==> config.mk <==
export PLATFORM = sky130hd
export DESIGN_NAME = led_blink_pattern_controller_core_flat
export DESIGN_NICKNAME = d
export VERILOG_FILES = /design/src/rtl/core/lbpc_pkg.sv /design/src/rtl/core/lbpc_if.sv /design/src/rtl/core/led_blink_pattern_controller_core.sv /design/src/flat_wrapper.sv
export SDC_FILE = /design/constraint.sdc
export NUM_CORES = 1
export LEC_CHECK = 0
export ABC_AREA = 1
export BUFFER_PORTS_ARGS = -buffer_cell sky130_fd_sc_hd__buf_2
export CAP_MARGIN = 0
export CORE_MARGIN = 2
export CORE_UTILIZATION = 30
export DETAILED_ROUTE_END_ITERATION = 8
export GPL_TIMING_DRIVEN = 0
export MAX_ROUTING_LAYER = met4
export SYNTH_ARGS = -nofsm -noshare
export SYNTH_HDL_FRONTEND = slang
export SYNTH_SLANG_ARGS = --single-unit
export TNS_END_PERCENT = 1
==> constraint.sdc <==
create_clock -name i_clk -period 5.3 [get_ports i_clk]
set_input_delay 1.06 -clock i_clk [delete_from_list [all_inputs] [get_ports i_clk]]
set_output_delay 1.06 -clock i_clk [all_outputs]
set_load 0.02 [all_outputs]
==> src/rtl/core/lbpc_pkg.sv <==
`timescale 1ns / 1ps
// lbpc_pkg: types, codes and constants of the LED blink pattern controller.
// No dependencies; used by the channel interfaces and the core.
package lbpc_pkg;

    // Operation codes of an input word
    localparam logic [1:0] OP_TICK     = 2'd0;
    localparam logic [1:0] OP_COMMAND  = 2'd1;
    localparam logic [1:0] OP_IDENTIFY = 2'd2;

    // Command codes
    localparam logic [7:0] CMD_OFF      = 8'd0;
    localparam logic [7:0] CMD_ONESHOT  = 8'd1;
    localparam logic [7:0] CMD_IDENTIFY = 8'd2;
    localparam logic [7:0] CMD_CUSTOM   = 8'd3;

    // One-shot presets
    localparam logic [7:0] PRESET_3X100 = 8'd1;
    localparam logic [7:0] PRESET_2X300 = 8'd2;

    // Timing (ms) and counts
    localparam logic [15:0] IDENT_HALF        = 16'd250;
    localparam logic [15:0] PRESET_A_HALF     = 16'd100;
    localparam logic [15:0] PRESET_B_HALF     = 16'd300;
    localparam logic [15:0] DEFAULT_HALF      = 16'd200;
    localparam logic [15:0] CUSTOM_HALF       = 16'd200;
    localparam logic [7:0]  IDENT_COUNT       = 8'hFF;
    localparam logic [7:0]  PRESET_A_COUNT    = 8'd3;
    localparam logic [7:0]  PRESET_B_COUNT    = 8'd2;
    localparam logic [7:0]  ONESHOT_COUNT     = 8'd1;
    localparam logic [7:0]  CUSTOM_ZERO_COUNT = 8'd3;

    // dur / 200 = (dur >> 3) / 25; 1/25 taken as 5243 / 2^17, exact for 13-bit values
    localparam logic [12:0] RECIP_25 = 13'd5243;

    typedef enum logic [1:0] {
        MODE_OFF      = 2'd0,
        MODE_IDENTIFY = 2'd1,
        MODE_PATTERN  = 2'd2
    } t_mode;

    typedef struct packed {
        logic [1:0]  operation;
        logic [7:0]  command_code;
        logic [15:0] duration_arg;
        logic [7:0]  pattern_select;
        logic        identify_enable;
    } t_in_item;

    typedef struct packed {
        logic       led_on;
        logic [1:0] mode_now;
        logic [7:0] blinks_left;
    } t_out_item;

    // Blink count of a custom command: low 8 bits of dur / 200
    function automatic logic [7:0] div200(input logic [15:0] dur);
        logic [12:0] x;
        logic [25:0] p;
        x = dur[15:3];
        p = x * RECIP_25;
        return p[24:17];
    endfunction

endpackage

==> src/rtl/core/lbpc_if.sv <==
`timescale 1ns / 1ps
// lbpc_if: valid/ready channels for input and result words.
// Depends on lbpc_pkg for the payload types.
interface lbpc_in_if;
    import lbpc_pkg::*;
    logic     valid;
    logic     ready;
    t_in_item data;
    modport source (output valid, output data, input ready);
    modport sink   (input valid, input data, output ready);
endinterface

interface lbpc_out_if;
    import lbpc_pkg::*;
    logic      valid;
    logic      ready;
    t_out_item data;
    modport source (output valid, output data, input ready);
    modport sink   (input valid, input data, output ready);
endinterface

==> src/rtl/core/led_blink_pattern_controller_core.sv <==
`timescale 1ns / 1ps
// led_blink_pattern_controller_core: one-LED blink controller, ticks and commands in.
// Depends on lbpc_pkg and the channel interfaces in lbpc_if.sv.
//
//   channel | dir | payload                                              | handshake
//   i_in    | in  | operation, command_code, duration_arg,               | valid/ready
//           |     | pattern_select, identify_enable                      |
//   o_out   | out | led_on, mode_now, blinks_left                        | valid/ready
//
// One word per cycle unless o_out stalls: a word is taken into the state registers
// in the cycle it is accepted, and its result is shown the next cycle from them.
// The longest path is the custom-count multiply (13x13) feeding the count register.
// i_in.ready stays high while the result register is empty or being drained, so a
// stalled o_out holds one result and blocks the input only until it is taken.
// Synchronous active-low reset: mode off, LED off, counters and timers cleared.
module led_blink_pattern_controller_core (
    input  logic              i_clk,
    input  logic              i_rst_n,
    lbpc_in_if.sink           i_in,
    lbpc_out_if.source        o_out
);
    import lbpc_pkg::*;

    // State (also the result register)
    t_mode       r_mode,      n_mode;
    logic        r_led,       n_led;
    logic [7:0]  r_count,     n_count;
    logic [15:0] r_half,      n_half;
    logic [15:0] r_countdown, n_countdown;
    logic        r_out_valid, n_out_valid;

    // Decoded word
    logic        w_accept;
    logic        w_start;
    logic        w_off;
    logic        w_tick;
    t_mode       w_start_mode;
    logic [7:0]  w_start_count;
    logic [15:0] w_start_half;
    logic [7:0]  w_custom_q;
    logic [7:0]  w_count_dec;

    assign i_in.ready = !r_out_valid || o_out.ready;
    assign w_accept   = i_in.valid && i_in.ready;
    assign w_custom_q = div200(i_in.data.duration_arg);

    // Decode: which phase a word starts, or whether it turns the LED off / ticks
    always_comb begin
        w_start       = 1'b0;
        w_off         = 1'b0;
        w_tick        = 1'b0;
        w_start_mode  = MODE_PATTERN;
        w_start_count = ONESHOT_COUNT;
        w_start_half  = DEFAULT_HALF;
        case (i_in.data.operation)
            OP_TICK: begin
                w_tick = 1'b1;
            end
            OP_COMMAND: begin
                case (i_in.data.command_code)
                    CMD_OFF: begin
                        w_off = 1'b1;
                    end
                    CMD_ONESHOT: begin
                        w_start = 1'b1;
                        if (i_in.data.pattern_select == PRESET_3X100) begin
                            w_start_count = PRESET_A_COUNT;
                            w_start_half  = PRESET_A_HALF;
                        end else if (i_in.data.pattern_select == PRESET_2X300) begin
                            w_start_count = PRESET_B_COUNT;
                            w_start_half  = PRESET_B_HALF;
                        end else if (i_in.data.duration_arg != 16'd0) begin
                            w_start_half  = i_in.data.duration_arg;
                        end
                    end
                    CMD_IDENTIFY: begin
                        w_start       = 1'b1;
                        w_start_mode  = MODE_IDENTIFY;
                        w_start_count = IDENT_COUNT;
                        w_start_half  = IDENT_HALF;
                    end
                    CMD_CUSTOM: begin
                        w_start       = 1'b1;
                        w_start_count = (w_custom_q == 8'd0) ? CUSTOM_ZERO_COUNT
                                                             : w_custom_q;
                        w_start_half  = CUSTOM_HALF;
                    end
                    default: ;
                endcase
            end
            OP_IDENTIFY: begin
                if (i_in.data.identify_enable) begin
                    w_start       = 1'b1;
                    w_start_mode  = MODE_IDENTIFY;
                    w_start_count = IDENT_COUNT;
                    w_start_half  = IDENT_HALF;
                end else begin
                    w_off = 1'b1;
                end
            end
            default: ;
        endcase
    end

    // Count after an on-to-off edge, saturating at zero
    assign w_count_dec = (r_count != 8'd0) ? (r_count - 8'd1) : 8'd0;

    // Next state
    always_comb begin
        n_mode      = r_mode;
        n_led       = r_led;
        n_count     = r_count;
        n_half      = r_half;
        n_countdown = r_countdown;
        if (w_accept) begin
            if (w_start) begin
                n_mode      = w_start_mode;
                n_count     = w_start_count;
                n_half      = w_start_half;
                n_countdown = w_start_half;
                n_led       = 1'b1;
            end else if (w_off) begin
                n_mode = MODE_OFF;
                n_led  = 1'b0;
            end else if (w_tick && (r_mode != MODE_OFF)) begin
                if (r_countdown > 16'd1) begin
                    n_countdown = r_countdown - 16'd1;
                end else begin
                    n_countdown = r_half;
                    n_led       = !r_led;
                    // end of an on phase in a pattern uses up one blink
                    if ((r_mode == MODE_PATTERN) && r_led) begin
                        n_count = w_count_dec;
                        if (w_count_dec == 8'd0) begin
                            n_mode = MODE_OFF;
                        end
                    end
                end
            end
        end
    end

    // Result register occupancy
    always_comb begin
        if (w_accept) begin
            n_out_valid = 1'b1;
        end else if (o_out.ready) begin
            n_out_valid = 1'b0;
        end else begin
            n_out_valid = r_out_valid;
        end
    end

    always_ff @(posedge i_clk) begin
        if (!i_rst_n) begin
            r_mode      <= MODE_OFF;
            r_led       <= 1'b0;
            r_count     <= 8'd0;
            r_half      <= 16'd0;
            r_countdown <= 16'd0;
            r_out_valid <= 1'b0;
        end else begin
            r_mode      <= n_mode;
            r_led       <= n_led;
            r_count     <= n_count;
            r_half      <= n_half;
            r_countdown <= n_countdown;
            r_out_valid <= n_out_valid;
        end
    end

    // Outputs: state only moves on accept, so the registers hold the pending result
    assign o_out.valid            = r_out_valid;
    assign o_out.data.led_on      = r_led;
    assign o_out.data.mode_now    = r_mode;
    assign o_out.data.blinks_left = r_count;

    // Checks
    a_identify_start: assert property (@(posedge i_clk) disable iff (!i_rst_n)
        (w_accept && (i_in.data.operation == OP_IDENTIFY) && i_in.data.identify_enable)
        |=> ((r_mode == MODE_IDENTIFY) && (r_count == IDENT_COUNT) && r_led))
        else $error("set identify did not start identify");

    a_off_dark: assert property (@(posedge i_clk) disable iff (!i_rst_n)
        (r_mode == MODE_OFF) |-> !r_led)
        else $error("LED lit while mode is off");

    a_identify_count: assert property (@(posedge i_clk) disable iff (!i_rst_n)
        (r_mode == MODE_IDENTIFY) |-> (r_count == IDENT_COUNT))
        else $error("blink count moved in identify mode");

    a_countdown_range: assert property (@(posedge i_clk) disable iff (!i_rst_n)
        r_countdown <= r_half)
        else $error("countdown above half period");

endmodule

==> src/flat_wrapper.sv <==
// flat-port wrapper written by rule: the top's interface ports become plain ports
module led_blink_pattern_controller_core_flat import lbpc_pkg::*;
  (i_clk, i_rst_n, i_in_valid, i_in_data, i_in_ready, o_out_valid, o_out_data, o_out_ready);
  lbpc_in_if i_in_i ();
  lbpc_out_if o_out_i ();
  input  logic i_clk;
  input  logic i_rst_n;
  input wire logic [$bits(i_in_i.valid)-1:0] i_in_valid;
  input wire logic [$bits(i_in_i.data)-1:0] i_in_data;
  output wire logic [$bits(i_in_i.ready)-1:0] i_in_ready;
  output wire logic [$bits(o_out_i.valid)-1:0] o_out_valid;
  output wire logic [$bits(o_out_i.data)-1:0] o_out_data;
  input wire logic [$bits(o_out_i.ready)-1:0] o_out_ready;
  assign i_in_i.valid = i_in_valid;
  assign i_in_i.data = i_in_data;
  assign i_in_ready = i_in_i.ready;
  assign o_out_valid = o_out_i.valid;
  assign o_out_data = o_out_i.data;
  assign o_out_i.ready = o_out_ready;
  led_blink_pattern_controller_core u_core (.i_clk(i_clk), .i_rst_n(i_rst_n), .i_in(i_in_i), .o_out(o_out_i));
endmodule
# Word level (Yosys, flattened, before mapping)
# Cells that the tools add are included.
[op_classes]
add_sub_neg = 2
reduce_logical = 25
div_mod_pow = 0
mux = 44
n_bitwise = 0
n_lt_le_gt_ge = 1
multipliers = 1
eq_ne = 11
shifts = 0
[op_table]
columns = ["cell", "count"]
rows = [
  ["16-bit two-way mux", 7],
  ["8-bit two-way mux", 9],
  ["16-bit case mux with 2 select lines", 2],
  ["13-bit by 13-bit multiplier with 25-bit output, second input constant", 1],
  ["8-bit by 2-bit == test with 1-bit output, second input constant", 3],
  ["8-bit zero test", 3],
  ["8-bit case mux with 3 select lines", 1],
  ["2-bit two-way mux", 9],
  ["8-bit by 1-bit == test with 1-bit output, second input constant", 2],
  ["16-bit by 1-bit > comparator with 1-bit output, second input constant", 1],
  ["8-bit case mux with 2 select lines", 1],
  ["16-bit nonzero test", 1],
  ["16-bit by 1-bit subtractor with 16-bit output, second input constant", 1],
  ["1-bit two-way mux", 11],
  ["5-bit AND reduction", 2],
  ["3-bit nonzero test", 3],
  ["2-bit nonzero test", 4],
  ["8-bit nonzero test", 1],
  ["8-bit by 1-bit subtractor with 8-bit output, second input constant", 1],
  ["6-bit two-way mux", 1],
  ["3-bit AND reduction", 2],
  ["2-bit == test, second input constant", 2],
  ["2-bit by 1-bit != test with 1-bit output, second input constant", 2],
  ["1-bit case mux with 2 select lines", 2],
  ["9 further kinds", 12],
]
[totals]
wordCells = 90
in_bits = 39
out_inout_bits = 13
ram_bits = 0
n_memories = 0
latch_bits = 0
mem_bits_ro = 0
register_bits = 44

# Logic depth before layout (Yosys ltp)
# Gate-level depths: netlist (run 1).
[depth]
depth_word = 9
ltp_mapped = 26
mapped_depth_nobuf = 26

# Worst setup path before layout (run 1)
# OpenSTA, ideal clock, no wires.
[synth_path]
path_type = "input to register"
start = "input i_in_data[17]"
end = "register u_core.r_count[0]"
t_arrival_ns = 4.848
path_buffers = 0
stages = 23
slack_ns = 0.382
required_time_ns = 5.230
setup_ns = 0.070
cell_sequence = "inv_1 > fa_1 > inv_1 > ha_1 > fa_1 > inv_1 > fa_1 > fa_1 > inv_1 > ha_1 > nand2_1 > inv_1 > a21oi_1 > nor2_1 > nor2_1 > nand3b_1 > nand2_1 > nand3_1 > nor2_1 > nand2_1 > nand2_1 > nand2_1 > a21oi_1"
[synth_via]
elab_chain_len = 6
[synth_lines]
columns = ["item", "line_no", "text"]
rows = [
  ["start: declaration", "flat_wrapper.sv:9", "input wire logic [$bits(i_in_i.data)-1:0] i_in_data;"],
  ["13-bit by 13-bit multiplier with 25-bit output *", "lbpc_pkg.sv:61", "p = x * RECIP_25;"],
  ["8-bit zero test", "led_blink_pattern_controller_core.sv:84", "w_start_count = (w_custom_q == 8'd0) ? CUSTOM_ZERO_COUNT"],
  ["8-bit two-way mux *", "led_blink_pattern_controller_core.sv:84", ""],
  ["8-bit case mux with 3 select lines *", "led_blink_pattern_controller_core.sv:60", "case (i_in.data.command_code)"],
  ["8-bit case mux with 2 select lines *", "led_blink_pattern_controller_core.sv:55", "case (i_in.data.operation)"],
  ["8-bit two-way mux *", "led_blink_pattern_controller_core.sv:116", "if (w_start) begin"],
  ["end signal: assignment", "led_blink_pattern_controller_core.sv:165", "r_count <= n_count;"],
  ["end: declaration", "led_blink_pattern_controller_core.sv:27", "logic [7:0] r_count, n_count;"],
]
# Every way passes the cells marked *; elsewhere a longest branch is shown, timed or not.
# A chain may end at the register's enable or synchronous reset.

# Worst setup path in the final report (run 1)
[layout_path]
start = "input i_in_data[20]"
end = "register u_core.r_count[6]"
# Same word-level chain as after synthesis.

==> flow_summary.rst, run 1 <==
.. list-table::
   :header-rows: 1

   * - Metric
     - Value
   * - Run status
     - finished, final reports clean
   * - Final setup fails
     - 0
   * - Final hold slack
     - 0.4480 ns
   * - First DRT Iteration DRCs
     - 387
   * - Total power divided by cell area
     - 428.5 nW/µm²
   * - Sort of element at the start of the critical path
     - primary input
   * - Vias in the first global route
     - 6319
   * - Distinct cell type count after synthesis
     - 46
   * - Share of the clock period used by the worst path
     - 0.9563
   * - Global router's overall resource usage
     - 0.1697
   * - Share of post-route cells with drive strength above 1
     - 0.1380
   * - Maximum clock frequency
     - 197.3 MHz
   * - Count of buffers from port buffering
     - 51
   * - End-of-flow core utilization
     - 0.3510
   * - Critical-path maximum fanout
     - 7
   * - Ports placed on the boundary
     - 52
   * - Post-Syn Nets
     - 1184
   * - WP data required
     - 5.46 ns
   * - WP data arrival
     - 5.23 ns
   * - Pin count of the biggest net entering global routing
     - 14
   * - Number of hold buffers added after CTS
     - 0
   * - Buffers from clock root to sink, at most
     - 2
   * - Clock period minus worst slack
     - 5.068 ns
   * - Number of standard cells in the layout, taps in and fillers out
     - 1336
   * - Inst Count DP
     - 1323
   * - Total design power
     - 3.384 mW
   * - Largest cells by area after synthesis
     - sky130_fd_sc_hd__ha_1 (19%), sky130_fd_sc_hd__fa_1 (16%), sky130_fd_sc_hd__dfxtp_1 (13%)
   * - Maxcap violations
     - 0
   * - Worst min path class
     - reg2reg
   * - Global placer's final weighted congestion
     - 0.8991
   * - Netlist Area Pre-Place
     - 6832 µm²
   * - Switching power
     - 1.818 mW
   * - Die area
     - 24000 µm²
   * - Logic pwr share
     - 0.801
   * - Cell taking the most area after synthesis
     - sky130_fd_sc_hd__ha_1
   * - Nets
     - 1247
   * - Initial antenna violation count
     - 0
   * - Total count of max-transition violations in the final report
     - 0
   * - Detailed-placement wirelength estimate
     - 16040 µm
   * - Cell area after placement
     - 7443 µm²
   * - Register bit total from synthesis
     - 44
   * - Layout-stage area growth over the synthesis result
     - 15.62%
   * - Count of endpoints failing hold in the final timing report
     - 0
   * - Part of the Yosys area used for sequential elements
     - 0.1289
   * - EDFF count, synth
     - 0
   * - Clock network power share
     - 0.098
   * - Root buffer selected by CTS
     - sky130_fd_sc_hd__clkbuf_16
   * - Most instantiated library cell after synthesis
     - sky130_fd_sc_hd__inv_1
   * - Overall via count from detail_route
     - 6348
   * - Cell area after layout
     - 7899 µm²
   * - Routed wire length per instance
     - 14.35 µm
   * - Vert. Die Dim
     - 154.9 µm
   * - Fraction of power consumed by sequential logic
     - 0.101
   * - Die width
     - 154.9 µm
   * - Kind of end point of the critical path
     - register
   * - Cell-internal power
     - 1.567 mW
   * - Switching share of total power
     - 0.5370
   * - Cell row count
     - 55
   * - Clk pin slew, worst setup/hold paths
     - 0.07 ns
   * - Initial cell density of the core
     - 0.3036
   * - Leak
     - 4.208 nW
   * - Synth warnings
     - 0
   * - Critical setup path kind
     - in2reg
   * - Vias per inst
     - 4.751
   * - Worst setup slack for register-to-register paths
     - 3.18 ns
   * - Primary flip-flop cell chosen by synthesis mapping
     - sky130_fd_sc_hd__dfxtp_1
   * - Core Footprint
     - 22500 µm²
   * - Clock latency at the later pin of the worst-skew pair
     - 0.30 ns
   * - Proportion of netlist area held by the largest area contributor
     - 0.1868
   * - First drt pass iteration count
     - 4
   * - Residual antenna-violating net count after detailed routing
     - 0
   * - Maximum level of the CTS H-tree
     - 2
   * - Sinks on Clock Net
     - 44
   * - DRC violations left
     - 0
   * - Total congestion overflow
     - 0
   * - First-pass GRT wire length
     - 31750 µm
   * - Post-Syn Area per Cell
     - 6.922 µm²
   * - TritonCTS clock tree
     - done
   * - DRT Wirelength
     - 19180 µm
   * - Peak ir drop on the vdd network
     - 267.4 µV
   * - Setup skew after layout
     - 0.006340 ns
   * - Clock buffers created by TritonCTS
     - 5
   * - Antenna diode instance count
     - 0
   * - Most frequent cells after synthesis
     - sky130_fd_sc_hd__inv_1 (212), sky130_fd_sc_hd__nand2_1 (207), sky130_fd_sc_hd__ha_1 (102)
   * - Max-slew headroom at the worst pin
     - 0.4999
   * - Asr flop ratio synth
     - 0
   * - Cells after synthesis
     - 987
   * - Worst Tran Pin Value
     - 0.7501 ns
-- stage by stage --
stage | worst slack, ns | TNS [ns]
global route | -0.01119 | -0.01119
floorplan | 0.3823 | 0
detailed placement | -0.2932 | -1.278
global placement | -0.2639 | -1.091
CTS | 0.003810 | 0
finish | 0.2316 | 0
-- placed cells by master, fill, tap and decap left out, types with 9 or more instances in the layout --
| master | instances |
|---|---|
| sky130_fd_sc_hd__o21ai_0 | 43 |
| sky130_fd_sc_hd__nor2_1 | 91 |
| sky130_fd_sc_hd__ha_1 | 93 |
| sky130_fd_sc_hd__buf_4 | 10 |
| sky130_fd_sc_hd__nand2_1 | 196 |
| sky130_fd_sc_hd__nand4_1 | 14 |
| sky130_fd_sc_hd__fa_1 | 53 |
| sky130_fd_sc_hd__nand3_1 | 35 |
| sky130_fd_sc_hd__a211oi_1 | 12 |
| sky130_fd_sc_hd__buf_2 | 49 |
| sky130_fd_sc_hd__nand2_2 | 10 |
| sky130_fd_sc_hd__inv_1 | 208 |
| sky130_fd_sc_hd__dfxtp_1 | 44 |
| sky130_fd_sc_hd__a21oi_1 | 45 |
| sky130_fd_sc_hd__a31oi_1 | 9 |
| sky130_fd_sc_hd__nor3_1 | 19 |
-- critical path: stages --
cell and delay [ns]:
sky130_fd_sc_hd__clkbuf_4 0.19, sky130_fd_sc_hd__fa_2 0.59, sky130_fd_sc_hd__ha_1 0.24, sky130_fd_sc_hd__fa_1 0.47
sky130_fd_sc_hd__fa_1 0.55, sky130_fd_sc_hd__inv_1 0.06, sky130_fd_sc_hd__fa_1 0.52, sky130_fd_sc_hd__inv_1 0.07
sky130_fd_sc_hd__ha_4 0.27, sky130_fd_sc_hd__nand2_2 0.12, sky130_fd_sc_hd__inv_1 0.08, sky130_fd_sc_hd__a21oi_2 0.17
sky130_fd_sc_hd__nand2_1 0.08, sky130_fd_sc_hd__nand2_1 0.09, sky130_fd_sc_hd__nand4_1 0.10, sky130_fd_sc_hd__nand2_2 0.11
sky130_fd_sc_hd__buf_4 0.11, sky130_fd_sc_hd__nor2_1 0.03, sky130_fd_sc_hd__o31ai_1 0.25, sky130_fd_sc_hd__a21oi_2 0.08
-- power groups by stage --
stage / sequential, mW / combinational (mW) / clock (mW)
5_1_grt: 0.343 / 3.10 / 0.347
6_report: 0.343 / 2.71 / 0.332
3_5_place_dp: 0.350 / 2.13 / 0
2_1_floorplan: 0.350 / 1.61 / 0
3_3_place_gp: 0.350 / 2.12 / 0
4_1_cts: 0.343 / 2.15 / 0.333
-- final timing paths --
path / startpoint / to / depth (start not counted)
worst max-delay path: i_in_data[20] / u_core.r_count[6] / 20
worst min register to register: u_core.r_half[5] / u_core.r_half[5] / 2
worst min-delay path: u_core.r_half[5] / u_core.r_half[5] / 2
worst max register to register: u_core.r_countdown[0] / u_core.r_count[0] / 11
-- kinds of logic after synthesis --
group	share of synthesized area
and+or+nand+nor	0.2515
buffers and inverters	0.1330
adders and majority gates	0.3509
AOI/OAI and AO/OA	0.1203
DFF	0.1289
xor gates and xnor gates	0.01538
-- final cells by class --
cell class,instances,area (µm²)
Inverter,219,832.0
Tap cell,285,356.6
Buffer,15,80.08
Clock inverter,2,10.01
Clock buffer,6,138.9
Fill cell,2379,14600
Timing Repair Buffer,56,326.6
Multi-Input combinational cell,709,5274
Sequential cell,44,880.8
-- state kept, by name, indices dropped and copies added (netlist names) --
signal and count:
u_core.r_half 16, u_core.r_countdown 16, u_core.o_out.valid 1, u_core.r_mode 2, u_core.r_count 8, u_core.r_led 1
-- timing repair --
item,4_1_cts,5_1_grt
gates cloned,0,0
setup buffers,0,5
pin swaps,0,24
gates resized for setup,1,69
endpoints found under the setup margin,1,5
-- metal layers --
metal	part of all wire	vias to the layer above	track usage	routed length, µm
met3	0.041	22	0.02228	778
met1	0.47	2949	0.2197	9094
met4	0.017	0	0.03616	334
met2	0.47	123	0.2847	8970
met5	0	-	-	0
li1	-	3254	-	-
(Power assumes the default switching activity.)
==> run 2, diff against run 1 <==
CORE_UTILIZATION = 45   (was 30)
==> run 2 against run 1 <==
  * First-iteration DRC count decreased by 8.5%
  * Critical path depth increased by 2
  * Global-route usage increased by 7.3 points
  * Final area decreased by 1.8%
  * Fmax decreased by 0.26%
==> flow_summary.rst, run 2 (same netlist as run 1, synthesis figures left out) <==
.. list-table::
   :header-rows: 1

   * - Metric
     - Value
   * - Layout-stage area growth over the synthesis result
     - 13.53%
   * - Number of standard cells in the layout, taps in and fillers out
     - 1237
   * - Worst stage delay on the critical path
     - 0.55 ns
   * - FF-to-FF End
     - u_core.r_countdown[6]
   * - Min-delay src
     - u_core.r_half[7]
   * - Logic pwr share
     - 0.812
   * - Die area
     - 16180 µm²
   * - Ordered list of cells on the worst path
     - buf_4 -> fa_1 -> ha_1 -> inv_1 -> fa_1 -> inv_1 -> fa_1 -> inv_1 -> fa_1 -> inv_2 -> ha_4 -> nand2_4 -> nor2_2 -> nand2_2 -> nor2_2 -> nand3_2 -> nand3_1 -> nand2_1 -> nand2_1 -> nor2_1 -> o31ai_1 -> a21oi_2
   * - Met3 Wirelength
     - 760 µm
   * - Core Footprint
     - 15030 µm²
   * - Routed length on met1
     - 9470 µm
   * - DRC violations left
     - 0
   * - Switching power
     - 1.846 mW
   * - Initial antenna violation count
     - 0
   * - Total power divided by cell area
     - 439.4 nW/µm²
   * - Leak
     - 4.187 nW
   * - Global placer's final weighted congestion
     - 0.9246
   * - Final Worst Setup Slack
     - 0.2186 ns
   * - Worst setup slack for register-to-register paths
     - 3.21 ns
   * - Antenna diode instance count
     - 0
   * - First drt pass iteration count
     - 5
   * - Root buffer selected by CTS
     - sky130_fd_sc_hd__clkbuf_16
   * - Clock latency at the later pin of the worst-skew pair
     - 0.29 ns
   * - Max-slew headroom at the worst pin
     - 0.5731
   * - Vias per inst
     - 5.126
   * - Most frequent cells in the layout
     - sky130_fd_sc_hd__inv_1 (208), sky130_fd_sc_hd__nand2_1 (196), sky130_fd_sc_hd__ha_1 (95)
   * - Total congestion overflow
     - 0
   * - WP data arrival
     - 5.24 ns
   * - Most common cell after layout, fill and taps aside
     - sky130_fd_sc_hd__inv_1
   * - Worst-case setup slack after placement
     - -0.2924 ns
   * - Detailed-placement wirelength estimate
     - 15390 µm
   * - Sinks on Clock Net
     - 44
   * - End-of-flow core utilization
     - 0.5159
   * - Destination of the worst hold path
     - u_core.r_half[7]
   * - Maximum level of the CTS H-tree
     - 2
   * - Maxcap violations
     - 0
   * - Inst Count DP
     - 1226
   * - Kind of end point of the critical path
     - register
   * - Vert. Die Dim
     - 127.2 µm
   * - Topmost layer with routed signal wires
     - met4
   * - Final setup fails
     - 0
   * - Clk pin slew, worst setup/hold paths
     - 0.06 ns
   * - Worst Hold Depth
     - 2
   * - Global router's overall resource usage
     - 0.2431
   * - Clock period minus worst slack
     - 5.081 ns
   * - Worst Setup SP
     - i_in_data[21]
   * - First DRT Iteration DRCs
     - 354
   * - Critical-path maximum fanout
     - 8
   * - Share of the clock period used by the worst path
     - 0.9588
   * - DRT Wirelength
     - 18290 µm
   * - Critical setup path kind
     - in2reg
   * - Cell-internal power
     - 1.562 mW
   * - Total design power
     - 3.408 mW
   * - Die width
     - 127.2 µm
   * - Overall via count from detail_route
     - 6341
   * - Clock buffers created by TritonCTS
     - 5
   * - Initial cell density of the core
     - 0.4544
   * - Worst Tran Pin Value
     - 0.6404 ns
   * - First-pass GRT wire length
     - 30710 µm
   * - Total count of max-transition violations in the final report
     - 0
   * - Switching share of total power
     - 0.5417
   * - Routed wire length per instance
     - 14.79 µm
   * - Regs by FF count
     - u_core.r_countdown (16), u_core.r_half (16), u_core.r_count (8)
   * - Clock network power share
     - 0.087
   * - Share of post-route cells with drive strength above 1
     - 0.1411
   * - Slowest cell on crit path
     - sky130_fd_sc_hd__fa_1
   * - TritonCTS clock tree
     - done
   * - Peak ir drop on the vdd network
     - 427.0 µV
   * - Worst flop-to-flop path startpoint
     - u_core.r_countdown[0]
   * - Pin count of the biggest net entering global routing
     - 12
   * - Worst min path class
     - reg2reg
   * - Number of cells on the worst reg-to-reg path
     - 11
   * - Buffers from clock root to sink, at most
     - 2
   * - Vias in the first global route
     - 6106
   * - Run status
     - finished, final reports clean
   * - Count of endpoints failing hold in the final timing report
     - 0
   * - Maximum clock frequency
     - 196.8 MHz
   * - WL met2
     - 7954 µm
   * - Nets
     - 1248
   * - Setup skew after layout
     - 0.004977 ns
   * - Ports placed on the boundary
     - 52
   * - WP data required
     - 5.46 ns
   * - Most common cell on crit path
     - sky130_fd_sc_hd__fa_1
   * - Sort of element at the start of the critical path
     - primary input
   * - Count of buffers from port buffering
     - 51
   * - Cell row count
     - 45
   * - Number of hold buffers added after CTS
     - 0
   * - Residual antenna-violating net count after detailed routing
     - 0
   * - Fraction of power consumed by sequential logic
     - 0.101
## run 2: cell count changes in the layout (fill, tap and decap cells not counted), sizes merged
cell	before	now
buf	63	64
clkbuf	14	13
clkinv	4	2
clkinvlp	1	2
inv	216	215
## run 2: repair_timing
item,4_1_cts,5_1_grt
setup buffers,0,6
gates resized for setup,0,68
setup endpoints to repair,0,6
## run 2: critical path, delay by kind of cell
| kind | cells | cell delay [ns] |
|---|---|---|
| AOI/OAI and AO/OA | 2 | 0.34 |
| adders and majority gates | 6 | 2.62 |
| buffers and inverters | 5 | 0.40 |
| and+or+nand+nor | 9 | 0.82 |
## run 2: area by class of cell
| class | count | area, µm² |
|---|---|---|
| buffer | 15 | 80.08 |
| multi-input combinational | 709 | 5275 |
| timing repair buffer | 57 | 324.1 |
| tap | 188 | 235.2 |
| inverter | 219 | 835.8 |
| sequential | 44 | 880.8 |
| fill | 1541 | 7277 |
| clock buffer | 5 | 125.1 |
## run 2: metal layers
| layer | GRT usage | up-vias |
|---|---|---|
| li1 | - | 3247 |
| met1 | 0.3659 | 2950 |
| met4 | 0.02586 | 0 |
| met5 | - | - |
| met2 | 0.3672 | 134 |
| met3 | 0.02387 | 10 |
## run 2: worst max path at each step
stage                              endpoint  slack (ns)  depth (start not counted)
after floorplan           u_core.r_count[0]        0.38                         23
after global placement    u_core.r_count[6]       -0.27                         22
after detailed placement  u_core.r_count[6]       -0.29                         22
after CTS                 u_core.r_count[1]       0.001                         25
after global routing      u_core.r_count[0]       -0.05                         25
final                     u_core.r_count[6]        0.22                         22
## run 2: metrics by stage
step                      hold WS, ns  area [µm²]  TNS [ns]
final                          0.4553        7756         0
after global placement         0.4437        7322    -1.190
after global routing           0.4687        7756  -0.05983
after floorplan                0.4247        6832         0
after detailed placement       0.4505        7322    -1.185
after CTS                      0.4586        7447         0
## run 2: power by group through the flow
stage,Combinational (mW),Sequential [mW],Clock (mW)
2_1_floorplan,1.61,0.350,0
3_3_place_gp,2.16,0.350,0
3_5_place_dp,2.18,0.350,0
4_1_cts,2.20,0.343,0.303
5_1_grt,3.15,0.344,0.315
6_report,2.77,0.343,0.297
==> run 3, diff against run 2 <==
MAX_ROUTING_LAYER = default   (was met4)
==> run 3 against run 2 <==
  * Largest power group unchanged
  * Hold slack improved by 0.00092 ns
  * Critical path depth did not move
  * Cell count barely moved
==> flow_summary.rst, run 3 (same netlist as run 1, synthesis figures left out) <==
.. list-table::
   :header-rows: 1

   * - Metric
     - Value
   * - Ports placed on the boundary
     - 52
   * - DRT Wirelength
     - 18280 µm
   * - Area used by multi-input combinational logic
     - 5280 µm²
   * - Buffers from clock root to sink, at most
     - 2
   * - Setup skew after layout
     - 0.006176 ns
   * - Overall via count from detail_route
     - 6305
   * - DRC violations left
     - 0
   * - Inst Count DP
     - 1226
   * - Max-slew headroom at the worst pin
     - 0.5452
   * - Count of endpoints failing hold in the final timing report
     - 0
   * - Vert. Die Dim
     - 127.2 µm
   * - Total congestion overflow
     - 0
   * - Maximum clock frequency
     - 197.2 MHz
   * - Critical setup path kind
     - in2reg
   * - WP data arrival
     - 5.23 ns
   * - Residual antenna-violating net count after detailed routing
     - 0
   * - Logic pwr share
     - 0.812
   * - Nets
     - 1249
   * - Cell area after layout
     - 7769 µm²
   * - First-pass GRT wire length
     - 30710 µm
   * - Clock latency at the later pin of the worst-skew pair
     - 0.29 ns
   * - Antenna diode instance count
     - 0
   * - End-of-flow core utilization
     - 0.5168
   * - Clock period minus worst slack
     - 5.071 ns
   * - Number of standard cells in the layout, taps in and fillers out
     - 1238
   * - Clock buffers created by TritonCTS
     - 5
   * - Total design power
     - 3.435 mW
   * - Count of buffers from port buffering
     - 51
   * - Share of the clock period used by the worst path
     - 0.9567
   * - Switching share of total power
     - 0.5412
   * - Cell row count
     - 45
   * - Initial cell density of the core
     - 0.4544
   * - Pin count of the biggest net entering global routing
     - 12
   * - Peak ir drop on the vdd network
     - 429.2 µV
   * - Routed wire length per instance
     - 14.76 µm
   * - Initial antenna violation count
     - 0
   * - Kind of end point of the critical path
     - register
   * - Detailed-placement wirelength estimate
     - 15390 µm
   * - Sort of element at the start of the critical path
     - primary input
   * - Global router's overall resource usage
     - 0.2361
   * - Number of filler cells placed in the layout
     - 1540
   * - First DRT Iteration DRCs
     - 419
   * - Switching power
     - 1.859 mW
   * - Share of post-route cells with drive strength above 1
     - 0.1419
   * - Critical-path maximum fanout
     - 8
   * - Sinks on Clock Net
     - 44
   * - Clk pin slew, worst setup/hold paths
     - 0.06 ns
   * - Maximum level of the CTS H-tree
     - 2
   * - Die width
     - 127.2 µm
   * - Vias in the first global route
     - 6106
   * - TritonCTS clock tree
     - done
   * - Core Footprint
     - 15030 µm²
   * - Sum of negative setup slack
     - 0 ns
   * - Worst min path class
     - reg2reg
   * - Global placer's final weighted congestion
     - 0.9089
   * - Total power divided by cell area
     - 442.2 nW/µm²
   * - First drt pass iteration count
     - 5
   * - Cell-internal power
     - 1.576 mW
   * - WP data required
     - 5.46 ns
   * - Die area
     - 16180 µm²
   * - Cell area after placement
     - 7322 µm²
   * - Layout-stage area growth over the synthesis result
     - 13.72%
   * - Total count of max-transition violations in the final report
     - 0
   * - Worst Tran Pin Value
     - 0.6821 ns
   * - Vias per inst
     - 5.093
   * - Run status
     - finished, final reports clean
   * - Most common cell after layout, fill and taps aside
     - sky130_fd_sc_hd__inv_1
   * - Maxcap violations
     - 0
   * - Flip-flop and latch area
     - 880.8 µm²
   * - Root buffer selected by CTS
     - sky130_fd_sc_hd__clkbuf_16
   * - Regs by FF count
     - u_core.r_countdown (16), u_core.r_half (16), u_core.r_count (8)
   * - Most frequent cells in the layout
     - sky130_fd_sc_hd__inv_1 (208), sky130_fd_sc_hd__nand2_1 (196), sky130_fd_sc_hd__ha_1 (95)
   * - Leak
     - 4.197 nW
   * - Final setup fails
     - 0
   * - Fraction of power consumed by sequential logic
     - 0.100
   * - Clock network power share
     - 0.088
run 3: cell types whose count changed in the layout (fill, tap and decap cells not counted), sizes merged:
cell,delta
buf,+1
run 3: power groups by stage:
stage | Sequential (mW) | Clock (mW) | Combinational [mW]
after global placement | 0.350 | 0 | 2.16
final | 0.343 | 0.302 | 2.79
after detailed placement | 0.350 | 0 | 2.18
after floorplan | 0.350 | 0 | 1.61
after CTS | 0.343 | 0.303 | 2.20
after global routing | 0.344 | 0.315 | 3.18
run 3: final timing paths:
check                                  startpoint                end  slack (ns)  cells past startpoint
worst max-delay path                i_in_data[21]  u_core.r_count[6]        0.23                     22
worst max register to register  u_core.r_count[0]   u_core.r_mode[0]        3.21                     15
worst min-delay path             u_core.r_half[7]   u_core.r_half[7]        0.46                      2
worst min register to register   u_core.r_half[7]   u_core.r_half[7]        0.46                      2
run 3: cell type report:
type,instances,area share
buffer,15,0.01031
clock buffer,5,0.01611
inverter,219,0.1076
sequential,44,0.1134
timing repair buffer,58,0.04268
multi-input combinational,709,0.6797
tap,188,0.03028
run 3: critical path, stage by stage:
cell and delay (ns):
sky130_fd_sc_hd__buf_4 0.17, sky130_fd_sc_hd__fa_1 0.48, sky130_fd_sc_hd__ha_1 0.30, sky130_fd_sc_hd__inv_1 0.05, sky130_fd_sc_hd__fa_1 0.47, sky130_fd_sc_hd__inv_1 0.05, sky130_fd_sc_hd__fa_1 0.53, sky130_fd_sc_hd__inv_1 0.06
sky130_fd_sc_hd__fa_1 0.55, sky130_fd_sc_hd__inv_2 0.06, sky130_fd_sc_hd__ha_4 0.29, sky130_fd_sc_hd__nand2_4 0.07, sky130_fd_sc_hd__nor2_2 0.14, sky130_fd_sc_hd__nand2_2 0.09, sky130_fd_sc_hd__nor2_2 0.13, sky130_fd_sc_hd__nand3_2 0.11
sky130_fd_sc_hd__nand3_1 0.10, sky130_fd_sc_hd__nand2_1 0.05, sky130_fd_sc_hd__nand2_1 0.08, sky130_fd_sc_hd__nor2_1 0.05, sky130_fd_sc_hd__o31ai_1 0.26, sky130_fd_sc_hd__a21oi_2 0.08
run 3: routing by layer:
metal	track usage	vias to the layer above	wire length, µm
met2	0.3669	128	7890
li1	-	3250	-
met4	0.02586	0	108
met1	0.3625	2917	9550
met3	0.02973	10	728
met5	0	-	0
run 3: repair_timing:
item | CTS | global route
buffers inserted | 0 | 7
endpoints found under the hold margin | 0 | 0
hold buffers | 0 | 0
gates resized for setup | 0 | 69
endpoints found under the setup margin | 0 | 6
run 3: metrics by stage:
stage / hold WS, ns / setup slack [ns]
final: 0.4562 / 0.2294
after CTS: 0.4586 / 0.001313
after floorplan: 0.4247 / 0.3823
after global routing: 0.4687 / -0.05222
after global placement: 0.4437 / -0.2717
after detailed placement: 0.4505 / -0.2924
